[src/hdl/assert_macros.svh]
// Assertion helpers shared by the converter RTL.
`ifndef ASSERT_MACROS_SVH
`define ASSERT_MACROS_SVH

// Same-cycle implication, gated off during reset.
`define ESC_ASSERT_IMPLY(label, clk, rst, ante, cons) \
   label: assert property (@(posedge clk) disable iff (rst) (ante) |-> (cons)) \
      else $error("esc assertion failed");

// Next-cycle implication, gated off during reset.
`define ESC_ASSERT_NEXT(label, clk, rst, ante, cons) \
   label: assert property (@(posedge clk) disable iff (rst) (ante) |=> (cons)) \
      else $error("esc assertion failed");

`endif

[src/hdl/esc_pkg.sv]
package esc_pkg;

   localparam int SECS_W  = 32;
   localparam int DAYS_W  = 16;
   localparam int TOD_W   = 17;
   localparam int YEAR_W  = 12;
   localparam int MONTH_W = 4;
   localparam int MDAY_W  = 5;
   localparam int HOUR_W  = 5;
   localparam int MIN_W   = 6;
   localparam int SEC_W   = 6;
   localparam int WDAY_W  = 3;
   localparam int OFF_W   = 8;
   localparam int DOY_W   = 9;
   localparam int LEAPS_W = 6;

   localparam int SECS_PER_DAY  = 86400;
   localparam int SECS_PER_MIN  = 60;
   localparam int MINS_PER_HOUR = 60;
   localparam int DAYS_PER_YEAR = 365;
   localparam int DAYS_PER_WEEK = 7;
   localparam int EPOCH_YEAR    = 1970;
   localparam int EPOCH_WDAY    = 4;
   localparam int MONTHS        = 12;

   // seconds / 86400 = (seconds >> 7) / 675
   localparam int     DAY_SHIFT  = 7;
   localparam int     DAY_ODD    = SECS_PER_DAY >> DAY_SHIFT;
   localparam int     DAY_K      = 32;
   localparam longint DAY_RECIP  = (64'd1 << DAY_K) / DAY_ODD;
   localparam int     DAY_PROD_W = 48;
   localparam int     DAY_MUL_W  = 26;
   localparam int     DAY_REM_W  = 18;

   // days / 365 and (days + 4) / 7
   localparam int YEAR_RECIP = (1 << DAYS_W) / DAYS_PER_YEAR;
   localparam int YEAR_PROD_W = 24;
   localparam int WEEK_W      = DAYS_W + 1;
   localparam int WEEK_RECIP  = (1 << WEEK_W) / DAYS_PER_WEEK;
   localparam int WEEK_PROD_W = 30;

   // tod / 60 and minutes / 60
   localparam int MINS_W      = 11;
   localparam int MIN_RECIP   = (1 << TOD_W) / SECS_PER_MIN;
   localparam int MIN_PROD_W  = 28;
   localparam int HOUR_RECIP  = (1 << MINS_W) / MINS_PER_HOUR;
   localparam int HOUR_PROD_W = 16;

   // 2100 is the only non-leap multiple of 4 in range
   localparam logic [OFF_W-1:0] CENTURY_SKIP_OFF = OFF_W'(2100 - EPOCH_YEAR);

   localparam logic [DOY_W-1:0] CUM_DAYS [MONTHS] = '{
      9'd0, 9'd31, 9'd59, 9'd90, 9'd120, 9'd151,
      9'd181, 9'd212, 9'd243, 9'd273, 9'd304, 9'd334
   };

   // year offset from 1970 is a leap year
   function automatic logic leap_of_off(input logic [OFF_W-1:0] off);
      return (off[1:0] == 2'd2) && (off != CENTURY_SKIP_OFF);
   endfunction

   // leap days in years 1970 .. 1970+off-1
   function automatic logic [LEAPS_W-1:0] leaps_before(input logic [OFF_W-1:0] off);
      logic [OFF_W:0] plus_one;
      logic [LEAPS_W-1:0] cnt;
      plus_one = {1'b0, off} + {{OFF_W{1'b0}}, 1'b1};
      cnt = LEAPS_W'(plus_one[OFF_W:2]);
      if (off > CENTURY_SKIP_OFF) begin
         cnt = cnt - LEAPS_W'(1);
      end
      return cnt;
   endfunction

   // days before the first of a month
   function automatic logic [DOY_W-1:0] cum_days(input logic [MONTH_W-1:0] month,
                                                 input logic leap);
      logic [DOY_W-1:0] base;
      base = '0;
      if (month < MONTH_W'(MONTHS)) begin
         base = CUM_DAYS[month];
      end
      if (month >= MONTH_W'(2)) begin
         base = base + DOY_W'(leap);
      end
      return base;
   endfunction

endpackage

[src/hdl/esc_day_split.sv]
`include "assert_macros.svh"

module esc_day_split (
   input  logic                        clock,
   input  logic                        reset,
   input  logic                        in_valid,
   input  logic [esc_pkg::SECS_W-1:0]  in_secs,
   output logic                        out_valid,
   output logic [esc_pkg::DAYS_W-1:0]  out_days,
   output logic [esc_pkg::TOD_W-1:0]   out_tod
);
   import esc_pkg::*;

   logic [2:0]            valid_ff, valid_in;
   logic [SECS_W-1:0]     secs1_ff, secs2_ff;
   logic [DAY_PROD_W-1:0] prod1_ff, prod1_in;
   logic [DAYS_W-1:0]     q2_ff, q2_in;
   logic [DAY_MUL_W-1:0]  mul2_ff, mul2_in;
   logic [DAYS_W-1:0]     days_ff, days_in;
   logic [TOD_W-1:0]      tod_ff, tod_in;
   logic [SECS_W-1:0]     diff;
   logic [DAY_REM_W-1:0]  rem;

   always_comb begin
      valid_in = {valid_ff[1:0], in_valid};
      prod1_in = DAY_PROD_W'(in_secs[SECS_W-1:DAY_SHIFT]) * DAY_PROD_W'(DAY_RECIP);
      q2_in    = prod1_ff[DAY_PROD_W-1 -: DAYS_W];
      mul2_in  = DAY_MUL_W'(q2_in) * DAY_MUL_W'(DAY_ODD);
      diff     = secs2_ff - SECS_W'({mul2_ff, {DAY_SHIFT{1'b0}}});
      rem      = diff[DAY_REM_W-1:0];
      if (rem >= DAY_REM_W'(SECS_PER_DAY)) begin
         days_in = q2_ff + DAYS_W'(1);
         tod_in  = TOD_W'(rem - DAY_REM_W'(SECS_PER_DAY));
      end else begin
         days_in = q2_ff;
         tod_in  = TOD_W'(rem);
      end
   end

   always_ff @(posedge clock) begin
      if (reset) begin
         valid_ff <= '0;
      end else begin
         valid_ff <= valid_in;
      end
   end

   always_ff @(posedge clock) begin
      secs1_ff <= in_secs;
      prod1_ff <= prod1_in;
      secs2_ff <= secs1_ff;
      q2_ff    <= q2_in;
      mul2_ff  <= mul2_in;
      days_ff  <= days_in;
      tod_ff   <= tod_in;
   end

   assign out_valid = valid_ff[2];
   assign out_days  = days_ff;
   assign out_tod   = tod_ff;

   `ESC_ASSERT_IMPLY(tod_in_day_a, clock, reset, valid_ff[2], tod_ff < TOD_W'(SECS_PER_DAY))

endmodule

[src/hdl/esc_clock.sv]
`include "assert_macros.svh"

module esc_clock (
   input  logic                       clock,
   input  logic                       reset,
   input  logic                       in_valid,
   input  logic [esc_pkg::TOD_W-1:0]  in_tod,
   output logic                       out_valid,
   output logic [esc_pkg::HOUR_W-1:0] out_hour,
   output logic [esc_pkg::MIN_W-1:0]  out_minute,
   output logic [esc_pkg::SEC_W-1:0]  out_second
);
   import esc_pkg::*;

   logic [6:0]             valid_ff, valid_in;
   logic [TOD_W-1:0]       tod1_ff, tod2_ff;
   logic [MIN_PROD_W-1:0]  prod1_ff, prod1_in;
   logic [MINS_W-1:0]      qm2_ff, qm2_in;
   logic [TOD_W-1:0]       mul2_ff, mul2_in;
   logic [TOD_W-1:0]       diff3;
   logic [6:0]             rem3;
   logic [MINS_W-1:0]      mins3_ff, mins3_in;
   logic [SEC_W-1:0]       sec3_ff, sec3_in;
   logic [HOUR_PROD_W-1:0] prod4_ff, prod4_in;
   logic [MINS_W-1:0]      mins4_ff, mins5_ff;
   logic [SEC_W-1:0]       sec4_ff, sec5_ff, sec6_ff, sec7_ff;
   logic [HOUR_W-1:0]      qh5_ff, qh5_in;
   logic [MINS_W-1:0]      mul5_ff, mul5_in;
   logic [MINS_W-1:0]      diff6;
   logic [6:0]             rem6;
   logic [HOUR_W-1:0]      hour6_ff, hour6_in, hour7_ff;
   logic [MIN_W-1:0]       min6_ff, min6_in, min7_ff;

   always_comb begin
      valid_in = {valid_ff[5:0], in_valid};
      prod1_in = MIN_PROD_W'(in_tod) * MIN_PROD_W'(MIN_RECIP);
      qm2_in   = prod1_ff[MIN_PROD_W-1 -: MINS_W];
      mul2_in  = TOD_W'(qm2_in) * TOD_W'(SECS_PER_MIN);
      diff3    = tod2_ff - mul2_ff;
      rem3     = diff3[6:0];
      if (rem3 >= 7'(SECS_PER_MIN)) begin
         mins3_in = qm2_ff + MINS_W'(1);
         sec3_in  = SEC_W'(rem3 - 7'(SECS_PER_MIN));
      end else begin
         mins3_in = qm2_ff;
         sec3_in  = SEC_W'(rem3);
      end
      prod4_in = HOUR_PROD_W'(mins3_ff) * HOUR_PROD_W'(HOUR_RECIP);
      qh5_in   = prod4_ff[HOUR_PROD_W-1 -: HOUR_W];
      mul5_in  = MINS_W'(qh5_in) * MINS_W'(MINS_PER_HOUR);
      diff6    = mins5_ff - mul5_ff;
      rem6     = diff6[6:0];
      if (rem6 >= 7'(MINS_PER_HOUR)) begin
         hour6_in = qh5_ff + HOUR_W'(1);
         min6_in  = MIN_W'(rem6 - 7'(MINS_PER_HOUR));
      end else begin
         hour6_in = qh5_ff;
         min6_in  = MIN_W'(rem6);
      end
   end

   always_ff @(posedge clock) begin
      if (reset) begin
         valid_ff <= '0;
      end else begin
         valid_ff <= valid_in;
      end
   end

   always_ff @(posedge clock) begin
      tod1_ff  <= in_tod;
      prod1_ff <= prod1_in;
      tod2_ff  <= tod1_ff;
      qm2_ff   <= qm2_in;
      mul2_ff  <= mul2_in;
      mins3_ff <= mins3_in;
      sec3_ff  <= sec3_in;
      prod4_ff <= prod4_in;
      mins4_ff <= mins3_ff;
      sec4_ff  <= sec3_ff;
      qh5_ff   <= qh5_in;
      mul5_ff  <= mul5_in;
      mins5_ff <= mins4_ff;
      sec5_ff  <= sec4_ff;
      hour6_ff <= hour6_in;
      min6_ff  <= min6_in;
      sec6_ff  <= sec5_ff;
      hour7_ff <= hour6_ff;
      min7_ff  <= min6_ff;
      sec7_ff  <= sec6_ff;
   end

   assign out_valid  = valid_ff[6];
   assign out_hour   = hour7_ff;
   assign out_minute = min7_ff;
   assign out_second = sec7_ff;

   `ESC_ASSERT_NEXT(hms_range_a, clock, reset, valid_ff[5], (hour7_ff < HOUR_W'(24)) && (min7_ff < MIN_W'(MINS_PER_HOUR)) && (sec7_ff < SEC_W'(SECS_PER_MIN)))

endmodule

[src/hdl/esc_date.sv]
`include "assert_macros.svh"

module esc_date (
   input  logic                        clock,
   input  logic                        reset,
   input  logic                        in_valid,
   input  logic [esc_pkg::DAYS_W-1:0]  in_days,
   output logic                        out_valid,
   output logic [esc_pkg::YEAR_W-1:0]  out_year,
   output logic [esc_pkg::MONTH_W-1:0] out_month,
   output logic [esc_pkg::MDAY_W-1:0]  out_mday,
   output logic [esc_pkg::WDAY_W-1:0]  out_wday
);
   import esc_pkg::*;

   logic [6:0]             valid_ff, valid_in;
   // stage 1: reciprocal products
   logic [DAYS_W-1:0]      days1_ff, days2_ff;
   logic [WEEK_W-1:0]      w1_in, w1_ff, w2_ff;
   logic [YEAR_PROD_W-1:0] py1_ff, py1_in;
   logic [WEEK_PROD_W-1:0] pw1_ff, pw1_in;
   // stage 2: quotient estimates times divisor
   logic [OFF_W-1:0]       qy2_ff, qy2_in;
   logic [WEEK_W-1:0]      muly2_ff, muly2_in;
   logic [WEEK_W-1:0]      mulw2_ff, mulw2_in;
   // stage 3: correction
   logic [WEEK_W-1:0]      ry_diff, rw_diff;
   logic [9:0]             ry;
   logic [3:0]             rw;
   logic [OFF_W-1:0]       off3_ff, off3_in;
   logic [DOY_W-1:0]       r3_ff, r3_in;
   logic [WDAY_W-1:0]      wd3_ff, wd3_in;
   // stage 4: remove leap days
   logic [9:0]             t4_ff, t4_in;
   logic [OFF_W-1:0]       off4_ff;
   logic [WDAY_W-1:0]      wd4_ff;
   // stage 5: step back a year if needed
   logic [OFF_W-1:0]       off_m1;
   logic [9:0]             back;
   logic [OFF_W-1:0]       off5_ff, off5_in;
   logic [DOY_W-1:0]       doy5_ff, doy5_in;
   logic                   leap5_ff, leap5_in;
   logic [WDAY_W-1:0]      wd5_ff;
   // stage 6: month search
   logic [MONTH_W-1:0]     month6_ff, month6_in;
   logic [OFF_W-1:0]       off6_ff;
   logic [DOY_W-1:0]       doy6_ff;
   logic                   leap6_ff;
   logic [WDAY_W-1:0]      wd6_ff;
   // stage 7: output
   logic [YEAR_W-1:0]      year7_ff, year7_in;
   logic [MONTH_W-1:0]     month7_ff;
   logic [MDAY_W-1:0]      mday7_ff, mday7_in;
   logic [WDAY_W-1:0]      wd7_ff;

   always_comb begin
      valid_in = {valid_ff[5:0], in_valid};

      w1_in  = WEEK_W'(in_days) + WEEK_W'(EPOCH_WDAY);
      py1_in = YEAR_PROD_W'(in_days) * YEAR_PROD_W'(YEAR_RECIP);
      pw1_in = WEEK_PROD_W'(w1_in) * WEEK_PROD_W'(WEEK_RECIP);

      qy2_in   = py1_ff[YEAR_PROD_W-1 -: OFF_W];
      muly2_in = WEEK_W'(qy2_in) * WEEK_W'(DAYS_PER_YEAR);
      mulw2_in = WEEK_W'(pw1_ff[WEEK_PROD_W-1:WEEK_W]) * WEEK_W'(DAYS_PER_WEEK);

      ry_diff = WEEK_W'(days2_ff) - muly2_ff;
      ry      = ry_diff[9:0];
      if (ry >= 10'(DAYS_PER_YEAR)) begin
         off3_in = qy2_ff + OFF_W'(1);
         r3_in   = DOY_W'(ry - 10'(DAYS_PER_YEAR));
      end else begin
         off3_in = qy2_ff;
         r3_in   = DOY_W'(ry);
      end
      rw_diff = w2_ff - mulw2_ff;
      rw      = rw_diff[3:0];
      if (rw >= 4'(DAYS_PER_WEEK)) begin
         wd3_in = WDAY_W'(rw - 4'(DAYS_PER_WEEK));
      end else begin
         wd3_in = WDAY_W'(rw);
      end

      t4_in = {1'b0, r3_ff} - 10'(leaps_before(off3_ff));

      off_m1 = off4_ff - OFF_W'(1);
      back   = t4_ff + 10'(DAYS_PER_YEAR) + 10'(leap_of_off(off_m1));
      if (t4_ff[9]) begin
         off5_in = off_m1;
         doy5_in = back[DOY_W-1:0];
      end else begin
         off5_in = off4_ff;
         doy5_in = t4_ff[DOY_W-1:0];
      end
      leap5_in = leap_of_off(off5_in);

      month6_in = '0;
      for (int i = 1; i < MONTHS; i++) begin
         if (doy5_ff >= cum_days(MONTH_W'(i), leap5_ff)) begin
            month6_in = month6_in + MONTH_W'(1);
         end
      end

      year7_in = YEAR_W'(EPOCH_YEAR) + YEAR_W'(off6_ff);
      mday7_in = MDAY_W'(doy6_ff - cum_days(month6_ff, leap6_ff) + DOY_W'(1));
   end

   always_ff @(posedge clock) begin
      if (reset) begin
         valid_ff <= '0;
      end else begin
         valid_ff <= valid_in;
      end
   end

   always_ff @(posedge clock) begin
      days1_ff  <= in_days;
      w1_ff     <= w1_in;
      py1_ff    <= py1_in;
      pw1_ff    <= pw1_in;
      days2_ff  <= days1_ff;
      w2_ff     <= w1_ff;
      qy2_ff    <= qy2_in;
      muly2_ff  <= muly2_in;
      mulw2_ff  <= mulw2_in;
      off3_ff   <= off3_in;
      r3_ff     <= r3_in;
      wd3_ff    <= wd3_in;
      t4_ff     <= t4_in;
      off4_ff   <= off3_ff;
      wd4_ff    <= wd3_ff;
      off5_ff   <= off5_in;
      doy5_ff   <= doy5_in;
      leap5_ff  <= leap5_in;
      wd5_ff    <= wd4_ff;
      month6_ff <= month6_in;
      off6_ff   <= off5_ff;
      doy6_ff   <= doy5_ff;
      leap6_ff  <= leap5_ff;
      wd6_ff    <= wd5_ff;
      year7_ff  <= year7_in;
      month7_ff <= month6_ff;
      mday7_ff  <= mday7_in;
      wd7_ff    <= wd6_ff;
   end

   assign out_valid = valid_ff[6];
   assign out_year  = year7_ff;
   assign out_month = month7_ff;
   assign out_mday  = mday7_ff;
   assign out_wday  = wd7_ff;

   `ESC_ASSERT_IMPLY(doy_in_year_a, clock, reset, valid_ff[4], doy5_ff < DOY_W'(DAYS_PER_YEAR) + DOY_W'(leap5_ff))
   `ESC_ASSERT_NEXT(date_range_a, clock, reset, valid_ff[5], (month7_ff < MONTH_W'(MONTHS)) && (mday7_ff != '0) && (wd7_ff < WDAY_W'(DAYS_PER_WEEK)))

endmodule

[src/hdl/epoch_seconds_to_calendar_top.sv]
// Each taken request passes through the day split and then the parallel date and clock pipelines to its rsp_valid beat.
// Throughput: one request per cycle while busy is low; every one of the 10 stages takes a new beat each cycle.
// The receiver cannot stall; every accepted request yields exactly one rsp_valid beat.
// Reset (synchronous) clears all valid bits; busy is high while reset is held and drops
// at the first edge that samples reset low.
`include "assert_macros.svh"

module epoch_seconds_to_calendar_top (
   input  logic                        clock,
   input  logic                        reset,
   input  logic                        start,
   output logic                        busy,
   input  logic [esc_pkg::SECS_W-1:0]  req_epoch_seconds,
   output logic                        rsp_valid,
   output logic [esc_pkg::YEAR_W-1:0]  rsp_year,
   output logic [esc_pkg::MONTH_W-1:0] rsp_month_index,
   output logic [esc_pkg::MDAY_W-1:0]  rsp_day_of_month,
   output logic [esc_pkg::HOUR_W-1:0]  rsp_hour_of_day,
   output logic [esc_pkg::MIN_W-1:0]   rsp_minute_of_hour,
   output logic [esc_pkg::SEC_W-1:0]   rsp_second_of_minute,
   output logic [esc_pkg::WDAY_W-1:0]  rsp_weekday
);
   import esc_pkg::*;

   logic              busy_ff;
   logic              accept;
   logic              split_valid;
   logic [DAYS_W-1:0] split_days;
   logic [TOD_W-1:0]  split_tod;
   logic              date_valid;
   logic              clock_valid;

   always_ff @(posedge clock) begin
      if (reset) begin
         busy_ff <= 1'b1;
      end else begin
         busy_ff <= 1'b0;
      end
   end

   assign busy   = busy_ff;
   assign accept = start && !busy_ff;

   esc_day_split u_split (
      .clock     (clock),
      .reset     (reset),
      .in_valid  (accept),
      .in_secs   (req_epoch_seconds),
      .out_valid (split_valid),
      .out_days  (split_days),
      .out_tod   (split_tod)
   );

   esc_date u_date (
      .clock     (clock),
      .reset     (reset),
      .in_valid  (split_valid),
      .in_days   (split_days),
      .out_valid (date_valid),
      .out_year  (rsp_year),
      .out_month (rsp_month_index),
      .out_mday  (rsp_day_of_month),
      .out_wday  (rsp_weekday)
   );

   esc_clock u_clock (
      .clock      (clock),
      .reset      (reset),
      .in_valid   (split_valid),
      .in_tod     (split_tod),
      .out_valid  (clock_valid),
      .out_hour   (rsp_hour_of_day),
      .out_minute (rsp_minute_of_hour),
      .out_second (rsp_second_of_minute)
   );

   assign rsp_valid = date_valid;

   `ESC_ASSERT_IMPLY(paths_aligned_a, clock, reset, date_valid || clock_valid, date_valid && clock_valid)

endmodule

[config.mk]
export PLATFORM = sky130hd
export DESIGN_NAME = epoch_seconds_to_calendar_top
export DESIGN_NICKNAME = d
export VERILOG_FILES = /design/src/hdl/esc_pkg.sv /design/src/hdl/esc_day_split.sv /design/src/hdl/esc_clock.sv /design/src/hdl/esc_date.sv /design/src/hdl/epoch_seconds_to_calendar_top.sv
export VERILOG_INCLUDE_DIRS = /design/src /design/src/hdl
export SDC_FILE = /design/constraint.sdc
export NUM_CORES = 1
export LEC_CHECK = 0
export ABC_AREA = 0
export BUFFER_PORTS_ARGS = -buffer_cell sky130_fd_sc_hd__buf_2
export CAP_MARGIN = 0
export CORE_MARGIN = 1.5
export CORE_UTILIZATION = 38
export DETAILED_ROUTE_END_ITERATION = 8
export HOLD_SLACK_MARGIN = 0.12
export PLACE_DENSITY = 0.64
export RECOVER_POWER = 100
export SYNTH_ARGS = -nofsm -noshare
export SYNTH_HDL_FRONTEND = slang
export SYNTH_SLANG_ARGS = --single-unit
[constraint.sdc]
create_clock -name clock -period 15.4 [get_ports clock]
set_input_delay 2.31 -clock clock [delete_from_list [all_inputs] [get_ports clock]]
set_output_delay 2.31 -clock clock [all_outputs]
set_load 0.02 [all_outputs]
==> metrics.md <==
| Metric | Value |
|---|---|
| Final Hold Viols | 0 |
| Synth Flop Type | dfxtp_1 |
| Largest net degree at the start of global routing | 18 |
| Worst R2R Start | u_date.leap5_ff$_DFF_P_ |
| Clk_skew | about 11 ps |
| CTS Buf Count | 43 |
| Reg2reg path depth | 30 |
| Slew Viols, Final | 18 |
| Layout cells sized above 1 | 0.0466 |
| Hold Path Stages | 0 |
| Fin Setup TNS | 0 ps |
| Vias in the first global route | 17,600 |
| Root Buffer | clkbuf_16 |
| CP max stage delay | 670 ps |
| DRT iter0 DRCs | 456 |
| EDFF count, synth | 0 |
| Warnings, synthesis | 0 |
| Yosys top cell area share | 0.293 |
| WP buf/inv | 3 |
| CP max-delay cell | clkbuf_1 |
| CTS Sinks | around 420 |
| CTS Hold Bufs | 0 |
| Synthesis-stage register bit count | 416 |
| Antenna viol nets, final | 0 |
| Total Wirelength | roughly 47 mm |
| Die area | 0.0764 mm^2 |
| Fmax | 121 MHz |
| CTS max path bufs | 3 |
| Input/output buffers | 77 |
| Final cycle utilization of the critical path | 0.537 |
| Area contributors post-synth | dfxtp_1, ha_1, fa_1 |
| Placed Area | ~0.030 mm^2 |
| Crit path DAT | 8750 ps |
| Cts repair resizes | 0 |
| GRT overflow | 0 |
| Tot GR Track Use | 0.129 |
| Site Rows | 100 |
| Mean post-synth cell area | 10.6 um^2 |
| DRC errors left | 0 |
| CP Capture Type | register |
| Via count | 17,300 |
| Mux cell area share after synthesis | 0.00837 |
| Die H | 276 um |
| Worst slew margin relative to its limit | -0.324 |
| Worst slew pin tran | 1970 ps |
| Core area | 0.0742 mm^2 |
| H-Tree Depth | 2 |
| Die W | 276 um |
| Fin nets | 3,626 |
| Clk Latency, worst-skew pair | 560 ps |
| Ys async rst share | 0 |
| Final instance area | around 0.031 mm^2 |
| Clk pin slew, worst setup/hold paths | 60 ps |
| Critical Setup Path Class | in2reg |
| Status | finished, violations left |
| Sequence of cells on the critical path | clkbuf_1 > ha_1 > ha_1 > fa_1 > inv_1 > fa_1 > fa_1 > inv_1 > fa_1 > ha_1 > ha_1 > a21o_1 > a21oi_1 > nor2b_1 > o21a_1 > o21ai_0 > o2111ai_1 > a21oi_1 > a21oi_1 > a311oi_1 > o21ba_2 > xnor2_1 |
| Mapped Cells | 2,670 |
| Post-CTS setup repair buffer count | 0 |
| Place WS | 6970 ps |
| Wire per inst | around 13 um |
| N_diodes | 0 |
| Drt pass-1 iters | 4 |
| Reg2Reg Setup Slack | 8190 ps |
| HP Class | reg2reg |
| Failing checks | max-capacitance violations, max-slew violations |
| Fillers | ~7,100 |
| Startpoint Class | primary input |
| Vias/cell | roughly 4.6 |
| DP Wirelength | ~39 mm |
| Post-synthesis compound-gate area fraction | 0.0633 |
| Starting Density | 0.383 |
| Min-delay src | u_clock.mins4_ff[6]$_DFF_P_ |
| Required @ worst endpoint | 15,880 ps |
| Ports | 78 |
| Synth Area in XOR/XNOR | 0.0756 |
| Final worst setup slack | 7130 ps |
| R2r endpoint | u_date.month6_ff[3]$_DFF_P_ |
| Largest family of logic cells by synthesized area | adder cells |
| Post-Syn Nets | 3,519 |
| RSZ-0062 raised after global routing | false |
| Area Overhead vs Synth | 10.7% |
| Distinct cell type count after synthesis | 71 |
| Synth area leader | dfxtp_1 |
| Routability cong. | 0.873 |
| Post-Synth Adder-Cell Area | 0.420 |
| Initial antenna violation count | 0 |
| Post-synthesis instance area | roughly 0.028 mm^2 |
| First-pass GRT wire length | a little over 80 mm |
| Max cap viols | 1 |
| Hold path endpoint | u_clock.mins5_ff[6]$_DFF_P_ |
| Seq/Total Area, Yosys | 0.293 |
| Synth Area in Simple Gates | 0.0713 |
| CTS tree | done |
| Maximum fanout along the worst path | 10 |
| Post-layout min period | 8270 ps |
| # setup viols final | 0 |
| Delay-heaviest family, CP | adder cells |
cell usage in the layout, fill, tap and decap left out, types with 13 or more instances in the layout:
cell type / instances
ha_1: 581
inv_1: 501
dfxtp_1: 416
fa_1: 233
xnor2_1: 155
nor2_1: 87
nand2_1: 84
xor2_1: 78
a21oi_1: 71
clkbuf_1: 57
o21ai_0: 51
clkbuf_16: 45
a21o_1: 44
nand3_1: 41
nor3_1: 35
nor2b_1: 29
buf_2: 22
and3_1: 20
o21a_1: 18
nand4_1: 17
nand2b_1: 14
nor3b_1: 13
flip-flops by register name, indices dropped and copies added, names as in the netlist, 9 cells and up:
register	count
u_split.prod1_ff	16
u_split.out_tod	17
u_split.mul2_ff	10
u_split.q2_ff	16
u_split.out_days	16
u_date.days2_ff	10
u_split.secs2_ff	18
u_split.secs1_ff	18
u_date.r3_ff	9
u_date.out_year	12
u_clock.mins3_ff	11
u_clock.qm2_ff	11
u_date.doy5_ff	9
u_clock.prod1_ff	11
u_date.t4_ff	10
u_date.days1_ff	10
synthesized netlist by cell type, types with 8 or more instances:
| master | count |
|---|---|
| a21o_1 | 44 |
| a21oi_1 | 71 |
| and2_1 | 8 |
| and3_1 | 20 |
| clkbuf_1 | 14 |
| dfxtp_1 | 416 |
| fa_1 | 233 |
| ha_1 | 581 |
| inv_1 | 501 |
| mux2_2 | 14 |
| mux2i_1 | 8 |
| nand2_1 | 84 |
| nand2b_1 | 14 |
| nand3_1 | 41 |
| nand4_1 | 17 |
| nor2_1 | 87 |
| nor2b_1 | 29 |
| nor3_1 | 34 |
| nor3b_1 | 13 |
| o21a_1 | 18 |
| o21ai_0 | 48 |
| o21bai_1 | 10 |
| or2_2 | 10 |
| or3_1 | 8 |
| xnor2_1 | 154 |
| xor2_1 | 78 |
stage by stage:
step / util / cells / hold WS [ps]
6_report: 0.424 / 3779 / 320
5_1_grt: 0.424 / 3779 / 326
4_1_cts: 0.425 / 3779 / 322
3_5_place_dp: 0.404 / 3701 / 312
3_3_place_gp: 0.404 / 3701 / 311
2_1_floorplan: - / 2670 / 310
layer usage:
layer,global-route usage,up-vias,share of wire
li1,-,8964,-
met1,0.166,8138,0.47
met2,0.225,178,0.48
met3,0.0199,62,0.032
met4,0.0324,0,0.020
met5,0,-,0
cell families (layout without fill, tap and decap cells):
group,Yosys count,in the layout
fa+ha+maj,814,814
buf+inv,516,656
flops,416,416
simple gates,394,394
compound gates,270,270
xor+xnor,238,238
mux,22,22
layout make-up:
cell class / instances / area, um^2 / area share
clock buffers: 54 / 1230 / 0.0391
clock inverters: 24 / 365 / 0.0116
inverters: 501 / 1880 / 0.0598
multi-input cells: 1738 / 18100 / 0.576
flip-flops and latches: 416 / 8330 / 0.265
well taps: 969 / 1210 / 0.0385
repair buffers: 77 / 317 / 0.0101
worst max path at each step:
stage                                      from                      endpoint  slack [ps]  cells after the start
after floorplan           req_epoch_seconds[19]  u_split.prod1_ff[38]$_DFF_P_        7550                     23
after global placement    req_epoch_seconds[17]  u_split.prod1_ff[47]$_DFF_P_        7070                     22
after detailed placement  req_epoch_seconds[17]  u_split.prod1_ff[47]$_DFF_P_        6970                     22
after CTS                 req_epoch_seconds[17]  u_split.prod1_ff[47]$_DFF_P_        7540                     22
after global routing      req_epoch_seconds[17]  u_split.prod1_ff[47]$_DFF_P_        6760                     22
final                     req_epoch_seconds[17]  u_split.prod1_ff[47]$_DFF_P_        7130                     22
Power is left out: the tool's default activity adds up to more than one toggle a clock period on the data nets, which glitch-free logic cannot reach.
